## src/hdl/wis_pkg.sv

```systemverilog
package wis_pkg;

  // Store capacity and derived widths
  localparam int MAX_TASKS = 64;
  localparam int IDX_W     = $clog2(MAX_TASKS);
  localparam int FILL_W    = IDX_W + 1;
  localparam logic [FILL_W-1:0] LINK_NONE = FILL_W'(MAX_TASKS);
  localparam logic [FILL_W-1:0] FILL_CAP  = FILL_W'(MAX_TASKS);

  typedef struct packed {
    logic [31:0] start_hour;
    logic [31:0] finish_hour;
    logic [31:0] gain;
    logic [5:0]  task_number;
    logic        final_task;
  } wis_in_t;

  typedef struct packed {
    logic [37:0] best_total;
    logic [5:0]  chosen_number;
    logic [6:0]  chosen_count;
    logic        end_of_list;
  } wis_out_t;

  typedef enum logic [2:0] {
    S_IDLE,
    S_SEARCH,
    S_UPDATE,
    S_TRACE_TOP,
    S_TRACE_HEAD,
    S_TRACE_READ,
    S_TRACE_EMIT
  } wis_state_t;

endpackage

```

## src/hdl/wis_cell.sv

```systemverilog
module wis_cell import wis_pkg::*; (
  input  logic        clk,
  input  logic        rst,
  input  logic        clr,
  input  logic        wr,
  input  logic        home,
  input  logic        tok_in,
  output logic        tok_out,
  input  logic [31:0] key,
  input  logic [31:0] value,
  output logic        le
);

  logic        tok;
  logic [31:0] deadline;

  // Advance the write token one cell per stored transaction
  always_ff @(posedge clk) begin
    if (rst || clr) begin
      tok <= home;
    end else if (wr) begin
      tok <= tok_in;
    end
  end

  // Hold the deadline of the entry this cell owns
  always_ff @(posedge clk) begin
    if (wr && tok) begin
      deadline <= value;
    end
  end

  assign tok_out = tok;
  assign le      = (deadline <= key);

endmodule

```

## config.mk

```make
export PLATFORM = sky130hd
export DESIGN_NAME = wis_cell
export DESIGN_NICKNAME = d
export VERILOG_FILES = /design/src/hdl/wis_pkg.sv /design/src/hdl/wis_cell.sv
export SDC_FILE = /design/constraint.sdc
export NUM_CORES = 1
export LEC_CHECK = 0
export BUFFER_PORTS_ARGS = -buffer_cell sky130_fd_sc_hd__buf_2
export CAP_MARGIN = 15
export CELL_PAD_IN_SITES_DETAIL_PLACEMENT = 1
export CELL_PAD_IN_SITES_GLOBAL_PLACEMENT = 1
export CORE_MARGIN = 2
export CORE_UTILIZATION = 40
export CTS_CLUSTER_DIAMETER = 50
export CTS_CLUSTER_SIZE = 20
export DETAILED_ROUTE_END_ITERATION = 6
export GPL_ROUTABILITY_DRIVEN = 0
export PLACE_DENSITY_LB_ADDON = 0.1
export SYNTH_ARGS = -nofsm -noshare
export SYNTH_HDL_FRONTEND = slang
export SYNTH_SLANG_ARGS = --single-unit
```

## constraint.sdc

```tcl
create_clock -name clk -period 2.42 [get_ports clk]
set_input_delay 0.121 -clock clk [delete_from_list [all_inputs] [get_ports clk]]
set_output_delay 0.121 -clock clk [all_outputs]
set_load 0.02 [all_outputs]
```

; Word level (Yosys, flattened, before mapping)
; Index checks and enable logic that the tools add are counted.
[totals]
ff_bits = 33
input_bits = 70
out_inout_bits = 2
elab_cells = 8
[classes]
order_cmp = 1
n_mux = 2
n_reduce_logical = 3
[op_table]
columns = operator, count
row1 = 32-bit less-or-equal comparator, 1
row2 = 1-bit 2-to-1 mux, 2
row3 = 2-bit nonzero test, 1
row4 = 1-bit logical AND, 1
row5 = 1-bit logical OR, 1

; Longest topological paths before layout
[logic_depth]
word_depth = 2
mapped_depth = 7
depth_no_buf = 7

; Worst setup path before layout
; No wires, ideal clock.
[synth_path]
path_type = reg2out
startpoint = reg deadline[13]
endpoint = out le
arrival_time_ps = 1814
required_ps = 2299
path_slack_ps = 485
path_stages_with_launch = 7
n_path_buf = 0
path_cell_list = edfxtp_1 -> ha_1 -> nand4_2 -> or4_4 -> nor2_1 -> o22ai_1 -> nor2_1
[synth_via]
elab_chain_cells = 1
[synth_rtl]
columns = element, line_no
row1 = start: declaration, wis_cell.sv:15  ; logic [31:0] deadline;
row2 = start signal: assignment, wis_cell.sv:29  ; deadline <= value;
row3 = 32-bit less-or-equal comparator, wis_cell.sv:34  ; assign le = (deadline <= key);
row4 = end: declaration, wis_cell.sv:11  ; output logic le
; Every way passes these cells.

; Worst setup path after layout
[layout_path]
startpoint = reg deadline[14]
endpoint = out le
; Same word-level chain as after synthesis.

==> results.yml <==
setup_path:
  worstReg2RegEnd: "deadline[26]"
  cp-end-kind: "output port"
  critical_path.max_fanout: 4
  worstReg2RegStart: "tok_out"
  cp.arrival_ps: 2150
  required_ps: 2300
  rrSetupSlack_ps: 1230
  worstSetupStartpointType: "flop"
  r2r_cells: 2
  crit_type: "reg -> out"
power_and_ir_drop:
  powerDensity_nw_per_um2: 534.9
  p_leak_nw: 1.155
  ir_drop_mv: 0.3608
route:
  routed.top_layer: "met4"
  routed_wl_um: 4028
  wl_met3_um: 195
  dr_wl_met2_um: 2257
  wl_per_cell_um: 14.23
  antenna_left: 0
  drcViolationCount: 0
  wl_met1_um: 1488
  vias: 1411
  drt_iter0_drc: 28
  dr.pass1.iters: 4
  via_per_inst: 4.986
final_layout:
  num_antenna_cells: 0
  nets: 333
  drive_above_1_share_pct: 36.36
  area_growth_pct: 28.99
  fin_area_um2: 2377
sta:
  setup_viol: 0
  worst_slew_pin_slew_ps: 418.3
  setup_ws_ps: 144.1
  fin_crit_sh_pct: 94.05
  period_needed_ps: 2276
  rsz0062_at_grt: "false"
  tns_ps: 0
  finalHoldViolations: 0
  fmax_mhz: 439.4
  slew_violations: 0
  slew_headroom_pct: 72.11
  fin_skew_ps: 4.108
yosys:
  yosys_warnings: 0
  synthMuxAreaShare_pct: 0.6110
  synth_seq_area_share_pct: 53.77
  ys_ff_latch: 33
  ys_types: 24
  synth_top_family_by_area: "adder cells"
  synth-compound-area-share_pct: 7.875
  yosys.area_share.xor_xnor_pct: 0
  syn_area_per_cell_um2: 12.13
  synthAdderAreaFrac_pct: 21.72
  syn_area_um2: 1843
  synth_fp_nets: 254
  synthCells: 152
  synthSimpleGateAreaFrac_pct: 9.301
  yosys.area.top_type: "edfxtp_1"
  synth_top_area_share_pct: 53.77
  yosys-top-cells-area: "edfxtp_1, ha_1, inv_1"
hold_path:
  whs_endpoint: "deadline[22]"
  min_path_cells: 1
  holdCritPathClass: "in -> reg"
  hold_start: "value[22]"
floorplanning:
  die_h_um: 71.88
  initial_core_util_pct: 42.04
  num_rows: 24
  die_w_um: 71.88
  core_area_um2: 4384
  dieArea_um2: 5167
  io_pins: 72
clock_tree:
  path_clk_slew_ps: 60
  cts_sinks: 33
  htreeDepth: 2
  cts_tree: "done"
  holdBufCountCts: 0
  clock_latency_ps: 270
  clock_path_buffers: 2
  cts_root_buf: "clkbuf_8"
  cts_buffers: 5
placement:
  portBuffers: 71
  place_ws_ps: 392.1
  place_area_um2: 2271
  dp_hpwl_um: 3411
global_routing:
  antenna_found_initial: 0
  grt.overflow.total: 0
  grt_pass1_vias: 1550
  grt_pass1_wl_um: 6706
  grtUsageTotal_pct: 16.98
  grt_max_degree: 33
flow_run:
  drv_cap: 0
status:
  status: "complete, no violations"
-- where the power goes --
part,internal [mW],switching (mW)
logic,0.105,0.110
clock network,0.194,0.182
registers,0.671,0.0107
-- kinds of logic (layout without fill, tap and decap cells) --
group,count (synthesis),after routing
adder cells (fa/ha/maj),32,32
AO/OA/AOI/OAI,24,24
flip-flops,33,33
multiplexers,1,1
AND/OR/NAND/NOR,29,29
buffers and inverters,33,112
-- final cells by class --
class                   instances  area (µm²)
multi-input cells              86       755.7
clock inverters                 1       3.754
fillers                       494        2007
repair buffers                 72       365.4
flip-flops and latches         33       991.0
clock buffers                   6       72.57
well taps                      52       65.06
inverters                      33       123.9
-- state kept, by name, indices dropped and copies added, names as in the netlist --
name,count
tok_out,1
deadline,32
-- repair_timing --
| action | CTS | global route |
|---|---|---|
| gates resized for setup | 0 | 4 |
| endpoints found under the setup margin | 0 | 1 |
| setup buffers | 0 | 0 |
-- metrics by stage --
step | utilization, % | std cells | hold WS (ps) | power (mW)
floorplan | - | 152 | 219.9 | 0.8036
global route | 54.22 | 283 | 6.491 | 1.349
detailed placement | 51.80 | 276 | 299.3 | 0.9076
finish | 54.22 | 283 | 16.01 | 1.272
global placement | 51.80 | 276 | 297.1 | 0.8847
CTS | 53.54 | 283 | 5.539 | 1.287
-- cell usage after synthesis --
master and count:
edfxtp_1 33, inv_1 33, ha_1 32, a21oi_1 12, nand2_1 7, nand4_1 5, nor2_1 5, o21ai_0 4
a221oi_1 3, nand3_1 3, and4_1 2, a2111o_1 1, a311oi_1 1, and2_1 1, mux2_2 1, nand2b_2 1
nand4_2 1, nand4bb_1 1, nor2b_1 1, o211ai_1 1, o21ai_1 1, o22ai_1 1, or3_1 1, or4_4 1
-- worst max path at each step --
stage | endpoint | start
detailed placement | le | deadline[14]
global placement | le | deadline[13]
floorplan | le | deadline[13]
global route | le | deadline[14]
CTS | le | deadline[14]
finish | le | deadline[14]
-- cell usage in the layout (no fill, tap or decap), drive strengths merged --
cell	n
a2111o	1
or3	1
edfxtp	33
a311oi	1
nand4	6
nand4bb	1
and2	1
mux2	1
and4	2
clkbuf	6
ha	32
a21oi	12
nand2b	1
nor2	5
inv	33
a221oi	3
o22ai	1
nand3	3
o211ai	1
or4	1
o21ai	5
clkinv	1
nor2b	1
buf	72
nand2	7
-- metal layers --
metal,global-route usage (%),vias to the layer above
li1,-,707
met1,18.22,646
met2,32.51,47
met3,3.235,11
met4,6.499,0
met5,0,-
-- worst max-delay path: stages (launching register included) --
cell and delay (ps):
edfxtp_1 380, ha_1 340, nand4_2 120, or4_4 560, o21ai_1 130, o22ai_1 90
nor2_1 100, buf_4 150
Note: power is estimated with default switching activity, not from simulation.
